`config.mk`:
```
export PLATFORM = sky130hd
export DESIGN_NAME = ipd_ctrl
export DESIGN_NICKNAME = d
export VERILOG_FILES = /design/src/hw/rtl/ipd_pkg.sv /design/src/hw/rtl/ipd_ctrl.sv
export SDC_FILE = /design/constraint.sdc
export NUM_CORES = 1
export LEC_CHECK = 0
export BUFFER_PORTS_ARGS = -buffer_cell sky130_fd_sc_hd__buf_2
export CAP_MARGIN = 30
export CORE_ASPECT_RATIO = 1.4
export CORE_MARGIN = 8
export CORE_UTILIZATION = 60
export CTS_CLUSTER_SIZE = 14
export DETAILED_ROUTE_END_ITERATION = 10
export PLACE_DENSITY = 0.84
export SLEW_MARGIN = 20
export SYNTH_ARGS = -nofsm -noshare
export SYNTH_HDL_FRONTEND = slang
export SYNTH_SLANG_ARGS = --single-unit
```
`constraint.sdc`:
```
create_clock -name clk -period 3.7 [get_ports clk]
set_clock_uncertainty 0.05 [all_clocks]
set_input_delay 0.185 -clock clk [delete_from_list [all_inputs] [get_ports clk]]
set_output_delay 0.185 -clock clk [all_outputs]
set_load 0.005 [all_outputs]
```
`src/hw/rtl/ipd_pkg.sv`:
```
// Package for the phase delay evaluator: widths, constants, command and status types.
// Holds the CORDIC arctangent table and small helpers used by the datapath module.
// No dependencies.
package ipd_pkg;

    localparam int NUM_TAPS_DEF     = 3;
    localparam int CORDIC_ITERS_DEF = 16;
    localparam int ATAN_ENTRIES     = 24;
    localparam int IDX_W            = 5;
    localparam int CNT_W            = 6;
    localparam int ACC_W            = 52;
    localparam int Z_W              = 34;
    localparam int DIV_W            = 32;
    localparam int DIVR_STEPS       = 32;
    localparam int DIVD_STEPS       = 27;
    localparam int FREQ_W           = 18;
    localparam int COEF_W           = 16;
    localparam int DELAY_W          = 27;
    localparam int CFG_IDX_W        = 3;

    localparam logic [31:0] CORDIC_START = 32'd652032874;

    localparam logic [CFG_IDX_W-1:0] REG_B0    = 3'd0;
    localparam logic [CFG_IDX_W-1:0] REG_B1    = 3'd1;
    localparam logic [CFG_IDX_W-1:0] REG_B2    = 3'd2;
    localparam logic [CFG_IDX_W-1:0] REG_A0    = 3'd3;
    localparam logic [CFG_IDX_W-1:0] REG_A1    = 3'd4;
    localparam logic [CFG_IDX_W-1:0] REG_A2    = 3'd5;
    localparam logic [CFG_IDX_W-1:0] REG_GAIN  = 3'd6;
    localparam logic [CFG_IDX_W-1:0] REG_SRATE = 3'd7;

    typedef enum logic [4:0] {
        S_IDLE, S_CHECK, S_DIVR, S_TAP, S_SC, S_MUL, S_GAIN, S_VLOAD, S_VZERO,
        S_VNORM, S_VPRE, S_VITER, S_VSTORE, S_PHASE, S_PMUL, S_DIVD_INIT, S_DIVD,
        S_FINISH
    } ctrl_state_t;

    typedef enum logic [3:0] {
        DP_NOP, DP_LOAD, DP_DIV_INIT_R, DP_DIV_STEP, DP_SC_INIT, DP_SC_STEP, DP_MUL,
        DP_GAIN, DP_V_LOAD, DP_V_NORM, DP_V_PRE, DP_V_STEP, DP_V_STORE, DP_PHASE,
        DP_PMUL, DP_DIV_INIT_D
    } dp_op_t;

    typedef struct packed {
        dp_op_t           op;
        logic             out_load;
        logic [1:0]       sel;
        logic [1:0]       tap;
        logic [IDX_W-1:0] idx;
    } dp_cmd_t;

    typedef struct packed {
        logic in_range;
        logic vec_zero;
        logic norm_ok;
    } dp_stat_t;

    function automatic logic [31:0] atan_turn(input logic [IDX_W-1:0] k);
        logic [31:0] v;
        case (k)
            5'd0:    v = 32'd536870912;
            5'd1:    v = 32'd316933406;
            5'd2:    v = 32'd167458907;
            5'd3:    v = 32'd85004756;
            5'd4:    v = 32'd42667331;
            5'd5:    v = 32'd21354465;
            5'd6:    v = 32'd10679838;
            5'd7:    v = 32'd5340245;
            5'd8:    v = 32'd2670163;
            5'd9:    v = 32'd1335087;
            5'd10:   v = 32'd667544;
            5'd11:   v = 32'd333772;
            5'd12:   v = 32'd166886;
            5'd13:   v = 32'd83443;
            5'd14:   v = 32'd41722;
            5'd15:   v = 32'd20861;
            5'd16:   v = 32'd10430;
            5'd17:   v = 32'd5215;
            5'd18:   v = 32'd2608;
            5'd19:   v = 32'd1304;
            5'd20:   v = 32'd652;
            5'd21:   v = 32'd326;
            5'd22:   v = 32'd163;
            5'd23:   v = 32'd81;
            default: v = 32'd0;
        endcase
        return v;
    endfunction

    function automatic logic [ACC_W-1:0] mag_acc(input logic signed [ACC_W-1:0] v);
        return v[ACC_W-1] ? ACC_W'(-v) : ACC_W'(v);
    endfunction

endpackage

```
`src/hw/rtl/ipd_ctrl.sv`:
```
// Sequencer of the phase delay evaluator: handshakes, step counters and datapath commands.
// Depends on ipd_pkg.
module ipd_ctrl
    import ipd_pkg::*;
#(
    parameter int NUM_TAPS     = NUM_TAPS_DEF,
    parameter int CORDIC_ITERS = CORDIC_ITERS_DEF
) (
    input  logic     clk,
    input  logic     rst_n,
    input  logic     in_valid,
    output logic     in_stall,
    output logic     out_valid,
    input  logic     out_stall,
    input  dp_stat_t stat,
    output dp_cmd_t  cmd
);

    ctrl_state_t      state_reg, state_next;
    logic [CNT_W-1:0] cnt_reg, cnt_next;
    logic [1:0]       tap_reg, tap_next;
    logic [1:0]       sel_reg, sel_next;
    logic             out_valid_reg, out_valid_next;

    always_ff @(posedge clk or negedge rst_n)
    begin
        if (!rst_n)
        begin
            state_reg     <= S_IDLE;
            cnt_reg       <= '0;
            tap_reg       <= '0;
            sel_reg       <= '0;
            out_valid_reg <= 1'b0;
        end
        else
        begin
            state_reg     <= state_next;
            cnt_reg       <= cnt_next;
            tap_reg       <= tap_next;
            sel_reg       <= sel_next;
            out_valid_reg <= out_valid_next;
        end
    end

    always_comb
    begin
        state_next     = state_reg;
        cnt_next       = cnt_reg;
        tap_next       = tap_reg;
        sel_next       = sel_reg;
        out_valid_next = out_valid_reg && out_stall;
        cmd            = '{op: DP_NOP, out_load: 1'b0, sel: sel_reg, tap: tap_reg,
                           idx: cnt_reg[IDX_W-1:0]};
        unique case (state_reg)
            S_IDLE:
            begin
                if (in_valid)
                begin
                    cmd.op     = DP_LOAD;
                    state_next = S_CHECK;
                end
            end
            S_CHECK:
            begin
                cnt_next = '0;
                if (stat.in_range)
                begin
                    cmd.op     = DP_DIV_INIT_R;
                    state_next = S_DIVR;
                end
                else
                begin
                    state_next = S_FINISH;
                end
            end
            S_DIVR:
            begin
                cmd.op = DP_DIV_STEP;
                if (cnt_reg == CNT_W'(DIVR_STEPS - 1))
                begin
                    tap_next   = '0;
                    state_next = S_TAP;
                end
                else
                begin
                    cnt_next = cnt_reg + 1'b1;
                end
            end
            S_TAP:
            begin
                cmd.op     = DP_SC_INIT;
                cnt_next   = '0;
                state_next = S_SC;
            end
            S_SC:
            begin
                cmd.op = DP_SC_STEP;
                if (cnt_reg == CNT_W'(CORDIC_ITERS - 1))
                begin
                    sel_next   = '0;
                    state_next = S_MUL;
                end
                else
                begin
                    cnt_next = cnt_reg + 1'b1;
                end
            end
            S_MUL:
            begin
                cmd.op   = DP_MUL;
                sel_next = sel_reg + 1'b1;
                if (sel_reg == 2'd3)
                begin
                    if (tap_reg == 2'(NUM_TAPS - 1))
                    begin
                        state_next = S_GAIN;
                    end
                    else
                    begin
                        tap_next   = tap_reg + 1'b1;
                        state_next = S_TAP;
                    end
                end
            end
            S_GAIN:
            begin
                cmd.op     = DP_GAIN;
                sel_next   = '0;
                state_next = S_VLOAD;
            end
            S_VLOAD:
            begin
                cmd.op     = DP_V_LOAD;
                state_next = S_VZERO;
            end
            S_VZERO:
            begin
                state_next = stat.vec_zero ? S_VSTORE : S_VNORM;
            end
            S_VNORM:
            begin
                if (stat.norm_ok)
                begin
                    state_next = S_VPRE;
                end
                else
                begin
                    cmd.op = DP_V_NORM;
                end
            end
            S_VPRE:
            begin
                cmd.op     = DP_V_PRE;
                cnt_next   = '0;
                state_next = S_VITER;
            end
            S_VITER:
            begin
                cmd.op = DP_V_STEP;
                if (cnt_reg == CNT_W'(CORDIC_ITERS - 1))
                begin
                    state_next = S_VSTORE;
                end
                else
                begin
                    cnt_next = cnt_reg + 1'b1;
                end
            end
            S_VSTORE:
            begin
                cmd.op = DP_V_STORE;
                if (!sel_reg[0])
                begin
                    sel_next   = 2'd1;
                    state_next = S_VLOAD;
                end
                else
                begin
                    state_next = S_PHASE;
                end
            end
            S_PHASE:
            begin
                cmd.op     = DP_PHASE;
                state_next = S_PMUL;
            end
            S_PMUL:
            begin
                cmd.op     = DP_PMUL;
                state_next = S_DIVD_INIT;
            end
            S_DIVD_INIT:
            begin
                cmd.op     = DP_DIV_INIT_D;
                cnt_next   = '0;
                state_next = S_DIVD;
            end
            S_DIVD:
            begin
                cmd.op = DP_DIV_STEP;
                if (cnt_reg == CNT_W'(DIVD_STEPS - 1))
                begin
                    state_next = S_FINISH;
                end
                else
                begin
                    cnt_next = cnt_reg + 1'b1;
                end
            end
            S_FINISH:
            begin
                if (!out_valid_reg || !out_stall)
                begin
                    cmd.out_load   = 1'b1;
                    out_valid_next = 1'b1;
                    state_next     = S_IDLE;
                end
            end
            default:
            begin
                state_next = S_IDLE;
            end
        endcase
    end

    assign in_stall  = (state_reg != S_IDLE);
    assign out_valid = out_valid_reg;

endmodule

```
==> impl_metrics.py <==
metrics = {
    "setup_path": {
        "rr_endpoint": "cnt_reg[0]",
        "crit_buf_inv": 0,
        "critical-path-top-delay-family": "simple AND/OR/NAND/NOR gates",
        "arrival_ns": 2.83,
        "reg2reg_depth": 5,
        "rrSetupSlack_ns": 1.00,
        "crit_fanout": 32,
        "worstSetupPathType": "reg2reg",
        "end_kind": "flip-flop",
        "required_ns": 3.84,
        "critPathMaxStageDelay_ns": 0.72,
        "critPathLaunchType": "flip-flop",
        "timing.rr.start": "state_reg[0]",
        "worstPathCellList": "or4b_1, nor4_2, a221o_2, or2_1, mux2_4",
        "cpMaxStageDelayCell": "dfrtp_1",
    },
    "route": {
        "num_vias": 1398,
        "routed_wl_um": 3581,
        "drtPass1Iterations": 4,
        "drc": 0,
        "via_per_inst": 6.626,
        "drt-initial-drc-count": 62,
        "detail_route.wl_per_cell_um": 16.97,
        "drtAntennaViolNets": 0,
    },
    "floorplanning": {
        "rows": 21,
        "ioPinCount": 23,
        "core_area_um2": 2312,
        "die_area_um2": 4215,
        "dieWidth_um": 57.21,
        "die_y_um": 73.69,
        "start_util": 0.6169,
    },
    "global_routing": {
        "gr-total-overflow": 0,
        "grt_pass1_wl_um": 6182,
        "antenna_found_initial": 0,
        "grt_pass1_vias": 1306,
        "grtUsageMet3": 0.03800,
        "grt_busiest_layer": "met2",
        "track_usage": 0.1793,
        "met1_usage": 0.1979,
        "met2_usage": 0.3096,
        "grt_max_degree": 33,
    },
    "hold_path": {
        "worstHoldEndpoint": "out_valid",
        "min_path_cells": 3,
        "hold_path_class": "in2reg",
        "hp-start": "out_stall",
    },
    "sta": {
        "relSlewSlack": 0.3932,
        "setup_viol": 0,
        "tightest_slew_ns": 0.9102,
        "rsz0062_at_grt": "no",
        "report.final.hold_viol_count": 0,
        "max_freq_mhz": 371.0,
        "slew_violations": 0,
        "finalCritPeriodShare": 0.7285,
        "setup_slack_ns": 1.005,
        "period_needed_ns": 2.695,
        "setup-tns-final_ns": 0,
    },
    "clocking": {
        "numCtsBuffers": 3,
        "clkLatencyLatePin_ns": 0.29,
        "cts_root_buf": "clkbuf_4",
        "clockBufferDepth": 2,
        "cts_tree": "yes",
        "post_cts_buffers": 0,
        "path_clk_slew_ns": 0.10,
        "htree_levels": 1,
        "cts_sinks": 16,
    },
    "yosys": {
        "synth_area_leader_cell": "dfrtp_1",
        "async_reset_ff_frac": 1.000,
        "synth_top_area_frac": 0.2807,
        "netlist-cell-type-count": 58,
        "synth_edf_count": 0,
        "ys_seq_elements": 16,
        "avgSynthCellArea_um2": 7.969,
        "synth-seq-area-share": 0.2807,
        "syn_inst": 179,
        "yosysWarningCount": 0,
        "synth_ff_type": "dfrtp_1",
        "synth_area_leaders": "dfrtp_1, nand2_1, nor2_1",
        "syn-cell-area_um2": 1426,
        "syn_nets": 190,
    },
    "final_layout": {
        "nNetsFinal": 200,
        "final_cell_mix": "buf_2, nand2_1, nor2_1",
        "largest_reg_flops": 6,
        "n_antenna_cell": 0,
        "final_common_cell": "buf_2",
        "fillCellCount": 212,
        "drive_gt1_frac": 0.1968,
        "utilization": 0.6542,
        "stdcell_count": 211,
        "synthToLayoutAreaGrowth_pct": 6.053,
    },
    "flow_run": {
        "drv_cap": 0,
    },
    "pwr": {
        "powerDensity_nw_per_um2": 770.6,
        "p_total_mw": 1.166,
        "leakagePower_nw": 0.6683,
        "ir_drop_mv": 0.4415,
    },
    "outcome": {
        "status": "complete, no violations",
    },
    "place": {
        "io_buffers": 22,
        "dpl.hpwl_um": 2692,
        "place_inst": 206,
        "place_congestion": 0.8535,
        "pre_cts_ws_ns": 1.042,
    },
}
[through the flow]
stage,area [µm²],hold WS (ns)
after detailed placement,1466,0.06852
final,1513,0.06406
after global routing,1513,0.08566
after global placement,1466,0.06566
after CTS,1513,0.05925
after floorplan,1426,-0.1606
[worst register-to-register path, cell delays in order (launching register included)]
cell and delay [ns]:
dfrtp_1 0.72, or4b_1 0.67, nor4_2 0.35, a221o_2 0.22
or2_1 0.25, mux2_4 0.33
[how the worst max path moves through the flow]
stage | slack, ns | from | endpoint | cells past startpoint
after global routing | 0.82 | state_reg[0] | cnt_reg[0] | 5
final | 1.00 | state_reg[0] | cnt_reg[0] | 5
after floorplan | 1.64 | state_reg[0] | cnt_reg[0] | 6
after global placement | 1.18 | state_reg[0] | cnt_reg[0] | 5
after CTS | 1.02 | state_reg[0] | cnt_reg[0] | 5
after detailed placement | 1.04 | state_reg[0] | cnt_reg[0] | 5
[cells by family after synthesis]
logic type	Yosys count	share of synthesized area
AND/OR/NAND/NOR	73	0.2719
AO/OA/AOI/OAI	56	0.2763
multiplexers	5	0.04122
buffers and inverters	23	0.08245
flip-flops	16	0.2807
XOR/XNOR	2	0.01228
adder cells (fa/ha/maj)	4	0.03509
[cell usage after synthesis (4+ instances only)]
cell type  instances
nand2_1           18
nor2_1            17
dfrtp_1           16
o21ai_0           12
a21oi_1           11
buf_4              7
nor2b_1            6
nor3_1             6
clkbuf_1           5
nand3_1            5
buf_2              4
ha_1               4
inv_1              4
o31ai_1            4
o41ai_1            4
[power by group]
part	switching (mW)	internal [mW]	total, mW
Sequential	0.180	0.228	0.408
Clock	0.0579	0.0600	0.118
Combinational	0.331	0.308	0.640
Total	0.569	0.597	1.17
[routing by layer]
layer,part of all wire,up-vias
li1,-,673
met2,0.54,38
met5,0,-
met3,0.040,12
met4,0.027,0
met1,0.39,675
[what timing repair did]
item | CTS | global route
hold buffers | 1 | 0
resized for setup | 0 | 0
hold endpoints to repair | 16 | 0
[cell type report]
cell class | count | area [µm²] | area share
Sequential cell | 16 | 400.4 | 0.2647
Multi-Input combinational cell | 140 | 908.4 | 0.6005
Clock buffer | 4 | 36.28 | 0.02399
Tap cell | 23 | 28.78 | 0.01902
Timing Repair Buffer | 23 | 120.1 | 0.07940
Inverter | 5 | 18.77 | 0.01241
No activity file was read; power rests on OpenSTA's default activity.
